**src/dctq_pkg.sv**
```systemverilog
// ----------------------------------------------------------------------------
// dctq_pkg
// Shared types, command codes and coefficient tables of the 8x8 DCT quantizer.
// ----------------------------------------------------------------------------
package dctq_pkg;

    localparam int unsigned N          = 8;
    localparam int unsigned PIX_W      = 8;
    localparam int unsigned COEF_W     = 12;
    localparam int unsigned MAT_W      = 13;
    localparam int unsigned RCP_W      = 10;
    localparam int unsigned PROD_W     = COEF_W + MAT_W;
    localparam int unsigned ACC_W      = 28;
    localparam int unsigned OUT_W      = 8;
    localparam int unsigned STORE_D    = N * N;
    localparam int unsigned STORE_AW   = $clog2(STORE_D);

    localparam logic [3:0] OP_IDLE    = 4'd0;
    localparam logic [3:0] OP_LOAD    = 4'd1;
    localparam logic [3:0] OP_ROW_MUL = 4'd2;
    localparam logic [3:0] OP_ROW_SUM = 4'd3;
    localparam logic [3:0] OP_COL_RD  = 4'd4;
    localparam logic [3:0] OP_COL_MUL = 4'd5;
    localparam logic [3:0] OP_COL_SUM = 4'd6;
    localparam logic [3:0] OP_QMUL    = 4'd7;
    localparam logic [3:0] OP_QRND    = 4'd8;

    typedef struct packed {
        logic [3:0] op;
        logic [2:0] row;
        logic [2:0] col;
        logic [2:0] freq;
        logic [3:0] cnt;
        logic       luma;
    } cmd_t;

    typedef logic signed [MAT_W-1:0] mat_t;
    typedef logic [RCP_W-1:0]        rcp_t;

    localparam mat_t DCT_MAT [N][N] = '{
        '{13'sd1448,  13'sd1448,  13'sd1448,  13'sd1448,
          13'sd1448,  13'sd1448,  13'sd1448,  13'sd1448},
        '{13'sd2009,  13'sd1703,  13'sd1138,  13'sd400,
          -13'sd400,  -13'sd1138, -13'sd1703, -13'sd2009},
        '{13'sd1892,  13'sd784,   -13'sd784,  -13'sd1892,
          -13'sd1892, -13'sd784,  13'sd784,   13'sd1892},
        '{13'sd1703,  -13'sd400,  -13'sd2009, -13'sd1138,
          13'sd1138,  13'sd2009,  13'sd400,   -13'sd1703},
        '{13'sd1448,  -13'sd1448, -13'sd1448, 13'sd1448,
          13'sd1448,  -13'sd1448, -13'sd1448, 13'sd1448},
        '{13'sd1138,  -13'sd2009, 13'sd400,   13'sd1703,
          -13'sd1703, -13'sd400,  13'sd2009,  -13'sd1138},
        '{13'sd784,   -13'sd1892, 13'sd1892,  -13'sd784,
          -13'sd784,  13'sd1892,  -13'sd1892, 13'sd784},
        '{13'sd400,   -13'sd1138, 13'sd1703,  -13'sd2009,
          13'sd2009,  -13'sd1703, 13'sd1138,  -13'sd400}
    };

    localparam rcp_t LUMA_RCP [N][N] = '{
        '{10'd256, 10'd372, 10'd410, 10'd256, 10'd171, 10'd102, 10'd80, 10'd67},
        '{10'd341, 10'd341, 10'd293, 10'd216, 10'd158, 10'd71,  10'd68, 10'd74},
        '{10'd293, 10'd315, 10'd256, 10'd171, 10'd102, 10'd72,  10'd59, 10'd73},
        '{10'd293, 10'd241, 10'd186, 10'd141, 10'd80,  10'd47,  10'd51, 10'd66},
        '{10'd228, 10'd186, 10'd111, 10'd73,  10'd60,  10'd38,  10'd40, 10'd53},
        '{10'd171, 10'd117, 10'd74,  10'd64,  10'd51,  10'd39,  10'd36, 10'd45},
        '{10'd84,  10'd64,  10'd53,  10'd47,  10'd40,  10'd34,  10'd34, 10'd41},
        '{10'd57,  10'd45,  10'd43,  10'd42,  10'd37,  10'd41,  10'd40, 10'd41}
    };

    localparam rcp_t CHROMA_RCP [N][N] = '{
        '{10'd241, 10'd228, 10'd171, 10'd87, 10'd41, 10'd41, 10'd41, 10'd41},
        '{10'd228, 10'd195, 10'd158, 10'd62, 10'd41, 10'd41, 10'd41, 10'd41},
        '{10'd171, 10'd158, 10'd73,  10'd41, 10'd41, 10'd41, 10'd41, 10'd41},
        '{10'd87,  10'd62,  10'd41,  10'd41, 10'd41, 10'd41, 10'd41, 10'd41},
        '{10'd41,  10'd41,  10'd41,  10'd41, 10'd41, 10'd41, 10'd41, 10'd41},
        '{10'd41,  10'd41,  10'd41,  10'd41, 10'd41, 10'd41, 10'd41, 10'd41},
        '{10'd41,  10'd41,  10'd41,  10'd41, 10'd41, 10'd41, 10'd41, 10'd41},
        '{10'd41,  10'd41,  10'd41,  10'd41, 10'd41, 10'd41, 10'd41, 10'd41}
    };

    // shift right by 12, round half away from zero
    function automatic logic [ACC_W-1:0] round_shift12(input logic signed [ACC_W-1:0] v);
        logic [ACC_W-1:0] mag;
        logic [ACC_W-1:0] q;
        mag = v[ACC_W-1] ? (~v + 1'b1) : v;
        q   = (mag + ACC_W'(2048)) >> 12;
        return v[ACC_W-1] ? (~q + 1'b1) : q;
    endfunction

endpackage

```
**src/dctq_ctrl.sv**
```systemverilog
// ----------------------------------------------------------------------------
// dctq_ctrl
// Sequencer for row pass, column pass, quantization and result rows.
// ----------------------------------------------------------------------------
module dctq_ctrl import dctq_pkg::*; #(
    parameter int unsigned GROUP_BLOCKS = 6,
    parameter int unsigned LUMA_COUNT   = 4
) (
    input  logic aclk,
    input  logic aresetn,
    input  logic s_tvalid,
    output logic s_tready,
    output logic m_tvalid,
    input  logic m_tready,
    output logic m_tlast,
    output logic m_tuser,
    output cmd_t cmd
);
    localparam logic [3:0] ST_IN      = 4'd0;
    localparam logic [3:0] ST_ROW_MUL = 4'd1;
    localparam logic [3:0] ST_ROW_SUM = 4'd2;
    localparam logic [3:0] ST_COL_RD  = 4'd3;
    localparam logic [3:0] ST_COL_MUL = 4'd4;
    localparam logic [3:0] ST_COL_SUM = 4'd5;
    localparam logic [3:0] ST_QMUL    = 4'd6;
    localparam logic [3:0] ST_QRND    = 4'd7;
    localparam logic [3:0] ST_OUT     = 4'd8;

    logic [3:0] state_reg, state_next;
    logic [2:0] row_reg, row_next;
    logic [2:0] col_reg, col_next;
    logic [2:0] freq_reg, freq_next;
    logic [3:0] cnt_reg, cnt_next;
    logic [3:0] block_reg, block_next;
    logic       group_end;

    assign group_end = (5'(block_reg) + 5'd1) >= 5'(GROUP_BLOCKS);

    always_comb begin
        state_next = state_reg;
        row_next   = row_reg;
        col_next   = col_reg;
        freq_next  = freq_reg;
        cnt_next   = cnt_reg;
        block_next = block_reg;
        s_tready   = 1'b0;
        m_tvalid   = 1'b0;
        m_tlast    = 1'b0;
        m_tuser    = 1'b0;
        cmd.op     = OP_IDLE;
        cmd.row    = row_reg;
        cmd.col    = col_reg;
        cmd.freq   = freq_reg;
        cmd.cnt    = cnt_reg;
        cmd.luma   = 5'(block_reg) < 5'(LUMA_COUNT);
        case (state_reg)
            ST_IN: begin
                s_tready = 1'b1;
                if (s_tvalid) begin
                    cmd.op     = OP_LOAD;
                    freq_next  = 3'd0;
                    state_next = ST_ROW_MUL;
                end
            end
            ST_ROW_MUL: begin
                cmd.op     = OP_ROW_MUL;
                state_next = ST_ROW_SUM;
            end
            ST_ROW_SUM: begin
                cmd.op = OP_ROW_SUM;
                if (freq_reg == 3'd7) begin
                    freq_next = 3'd0;
                    if (row_reg == 3'd7) begin
                        row_next   = 3'd0;
                        col_next   = 3'd0;
                        cnt_next   = 4'd0;
                        state_next = ST_COL_RD;
                    end else begin
                        row_next   = row_reg + 3'd1;
                        state_next = ST_IN;
                    end
                end else begin
                    freq_next  = freq_reg + 3'd1;
                    state_next = ST_ROW_MUL;
                end
            end
            ST_COL_RD: begin
                cmd.op = OP_COL_RD;
                if (cnt_reg == 4'd8) begin
                    freq_next  = 3'd0;
                    state_next = ST_COL_MUL;
                end else begin
                    cnt_next = cnt_reg + 4'd1;
                end
            end
            ST_COL_MUL: begin
                cmd.op     = OP_COL_MUL;
                state_next = ST_COL_SUM;
            end
            ST_COL_SUM: begin
                cmd.op     = OP_COL_SUM;
                state_next = ST_QMUL;
            end
            ST_QMUL: begin
                cmd.op     = OP_QMUL;
                state_next = ST_QRND;
            end
            ST_QRND: begin
                cmd.op = OP_QRND;
                if (freq_reg == 3'd7) begin
                    freq_next = 3'd0;
                    if (col_reg == 3'd7) begin
                        row_next   = 3'd0;
                        state_next = ST_OUT;
                    end else begin
                        col_next   = col_reg + 3'd1;
                        cnt_next   = 4'd0;
                        state_next = ST_COL_RD;
                    end
                end else begin
                    freq_next  = freq_reg + 3'd1;
                    state_next = ST_COL_MUL;
                end
            end
            ST_OUT: begin
                m_tvalid = 1'b1;
                m_tlast  = row_reg == 3'd7;
                m_tuser  = (row_reg == 3'd7) && group_end;
                if (m_tready) begin
                    if (row_reg == 3'd7) begin
                        row_next   = 3'd0;
                        block_next = group_end ? 4'd0 : block_reg + 4'd1;
                        state_next = ST_IN;
                    end else begin
                        row_next = row_reg + 3'd1;
                    end
                end
            end
            default: begin
                state_next = ST_IN;
            end
        endcase
    end

    always_ff @(posedge aclk) begin
        if (!aresetn) begin
            state_reg <= ST_IN;
            row_reg   <= 3'd0;
            col_reg   <= 3'd0;
            freq_reg  <= 3'd0;
            cnt_reg   <= 4'd0;
            block_reg <= 4'd0;
        end else begin
            state_reg <= state_next;
            row_reg   <= row_next;
            col_reg   <= col_next;
            freq_reg  <= freq_next;
            cnt_reg   <= cnt_next;
            block_reg <= block_next;
        end
    end

    a_no_overlap: assert property (@(posedge aclk) disable iff (!aresetn)
        !(s_tready && m_tvalid))
        else $error("input and result side active together");

    a_resume: assert property (@(posedge aclk) disable iff (!aresetn)
        (m_tvalid && m_tready && m_tlast) |=> s_tready)
        else $error("no return to input after last result row");

    a_busy: assert property (@(posedge aclk) disable iff (!aresetn)
        (s_tvalid && s_tready) |=> !s_tready && !m_tvalid)
        else $error("request accepted without row pass");

    a_block_range: assert property (@(posedge aclk) disable iff (!aresetn)
        5'(block_reg) < 5'(GROUP_BLOCKS))
        else $error("block index out of group");
endmodule

```
**config.mk**
```make
export PLATFORM = sky130hd
export DESIGN_NAME = dctq_ctrl
export DESIGN_NICKNAME = d
export VERILOG_FILES = /design/src/dctq_pkg.sv /design/src/dctq_ctrl.sv
export SDC_FILE = /design/constraint.sdc
export NUM_CORES = 1
export LEC_CHECK = 0
export ABC_CLOCK_PERIOD_IN_PS = 1700
export CAP_MARGIN = 20
export CORE_MARGIN = 5
export CORE_UTILIZATION = 35
export CTS_CLUSTER_SIZE = 12
export DETAILED_ROUTE_END_ITERATION = 8
export DONT_BUFFER_PORTS = 1
export PLACE_DENSITY_LB_ADDON = 0.12
export SLEW_MARGIN = 40
export SYNTH_ARGS = -nofsm -noshare
export SYNTH_HDL_FRONTEND = slang
export SYNTH_SLANG_ARGS = --single-unit
```
**constraint.sdc**
```tcl
create_clock -name aclk -period 1.7 [get_ports aclk]
set_clock_uncertainty 0.2 [all_clocks]
set_input_delay 0.34 -clock aclk [delete_from_list [all_inputs] [get_ports aclk]]
set_output_delay 0.34 -clock aclk [all_outputs]
set_load 0.03 [all_outputs]
```
==> qor.yml <==
drcViolationCount: 0
dieArea_mm2: 0.00539
syn_avg_cell_area_um2: 8.47
hold_class: "in -> reg"
final-setup-viol-count: 20
p_total_w: 0.00124
path_class: "reg -> out"
post-synth-top-area-fraction_pct: 29.9
cts_tree: "done"
ios: 26
grt_pass1_wl_um: 6930
maxCapViolations: 0
finalHoldViolations: 0
powerDensity_mw_per_mm2: 496
end_kind: "primary output"
start_kind: "flip-flop"
cp_max_fo: 4
synth_area_mm2: 0.00141
cts_max_level: 1
via_per_inst: 5.26
synth.distinct_cells: 49
reg2regPathDepth: 7
wl_per_cell_um: 15.5
gp_congestion: 0.874
hpwl_um: 2980
nNetsFinal: 254
synth_async_sr_flop_share_pct: 0
yosys_most_used_dff: "dfxtp_1"
synth.largest_area_cell: "dfxtp_1"
worstSkewPairLatency_ps: 260
max_freq_ghz: 0.486
synth.most_common_cell: "dfxtp_1"
grt_pass1_vias: 1553
required_ps: 1160
crit_end: "m_tuser"
grt.total_usage_pct: 16.3
peakVddDrop_mv: 0.303
ys_ff_latch: 21
clock_sinks: 21
dr.pass1.iters: 4
antenna_left: 0
drive_gt1_share_pct: 61.5
fp-row-count: 23
clock_tree.buffer_depth: 2
yosysSeqAreaShare_pct: 29.9
die_x_um: 73.4
max-slew-margin-rel_pct: 78.4
start_util_pct: 35.7
drt_iter0_drc: 47
min_period_over_period_pct: 121
fin_setup_tns_ps: -2010
setup_slack_ps: -359
rsz0062_at_grt: "true"
rrSetupSlack_ps: -140
status: "complete, but fails checks"
p_leak_nw: 0.983
worstMarginPinSlew_ps: 323
syn_to_final_growth_pct: 77.9
num-fill-cells: 330
drv_slew: 0
antenna_found_initial: 0
coreArea_mm2: 0.00394
num_vias: 1520
yosys-top-cells-area: "dfxtp_1, ha_1, nand2b_1"
die_h_um: 73.4
diodes: 0
wl_um: 4470
syn_inst: 166
period_minus_slack_ps: 2060
synth_common_cells: "dfxtp_1, nand2_1, nor2_1, a21oi_1, ha_1"
rr_startpoint: "row_reg[1]"
violations: "setup timing"
yosysWarnings: 0
portBuffers: 0
rr_endpoint: "cnt_reg[2]"
cts-buffers-inserted: 3
cp_data_arrival_time_ps: 1520
root_buffer: "clkbuf_8"
final_util_pct: 63.5
crit_path_start: "block_reg[0]"
grt_overflow: 0
grt_max_degree: 15
synth_edf_count: 0
path_clk_slew_ps: 80
synth_nets: 180
## worst min-delay path by stage
| stage | startpoint | to | depth (start not counted) |
|---|---|---|---|
| after detailed placement | aresetn | state_reg[0] | 2 |
| final | aresetn | row_reg[2] | 2 |
| after global routing | aresetn | row_reg[1] | 2 |
| after global placement | aresetn | state_reg[0] | 2 |
| after CTS | aresetn | block_reg[3] | 2 |
| after floorplan | block_reg[2] | block_reg[2] | 2 |
## metal layers
layer	GRT usage, %	part of all wire (%)
met1	18.2	38
met2	30.4	55
met3	2.60	4.8
met4	6.84	1.9
met5	0	0
## repair_timing
action | in CTS | in global routing
gates resized for setup | 65 | 16
setup endpoints to repair | 27 | 26
gates cloned | 0 | 0
endpoints found under the hold margin | 2 | 1
buffers inserted | 17 | 8
hold buffers | 1 | 1
pin swaps | 29 | 17
## power by group
group | internal, W | switching, W
clock network | 0.000167 | 0.000172
logic | 0.000206 | 0.000191
registers | 0.000490 | 0.0000142
total | 0.000863 | 0.000378
## per-stage QoR
step           hold WS [ps]  setup slack [ps]  cell area, um^2  instances
2_1_floorplan           263              -373             1570        166
3_3_place_gp            270              -189             1970        260
3_5_place_dp            260              -322             1970        260
4_1_cts                1.96              -378             2370        282
5_1_grt                22.3              -468             2500        289
6_report               16.3              -359             2500        289
## cell usage in the layout, fill, tap and decap left out, types with 3 or more instances in the layout
cell type and n:
nand2_1 11, o21ai_0 3, dfxtp_2 4, nor2_2 3, mux2i_1 4, a211oi_2 3
o21ai_1 3, nand2_2 3, nor2_1 8, buf_6 24, nand2b_1 6, o31a_1 3
clkbuf_8 3, buf_4 51, dfxtp_1 5, a21oi_1 9, inv_1 3, inv_2 4
nand2b_4 3, dfxtp_4 12, ha_4 8, nand3_1 5
## cell families (layout without fill, tap and decap cells)
logic type / after synthesis / after routing / share of synthesized area, %
AOI/OAI and AO/OA: 42 / 42 / 21.1
xor gates and xnor gates: 4 / 4 / 3.03
adders and majority gates: 10 / 10 / 8.90
buffers and inverters: 17 / 90 / 6.58
DFF: 21 / 21 / 29.9
muxes: 4 / 4 / 2.85
and+or+nand+nor: 68 / 68 / 27.7
## worst max-delay path: stages, from the launching register on
cell and delay [ps]:
dfxtp_4 370, ha_4 260, nand4bb_1 100, mux2i_1 90
a211oi_2 210, and2_4 230
## final cells by class
cell class                 count  area [um^2]  area share, %
multi-input combinational    128         1200           47.9
sequential                    21          470           18.8
tap                           50         62.6           2.50
timing repair buffer          78          693           27.7
inverter                       8         32.5           1.30
clock buffer                   4         45.0           1.80
Note: power is estimated with default switching activity, not from simulation.
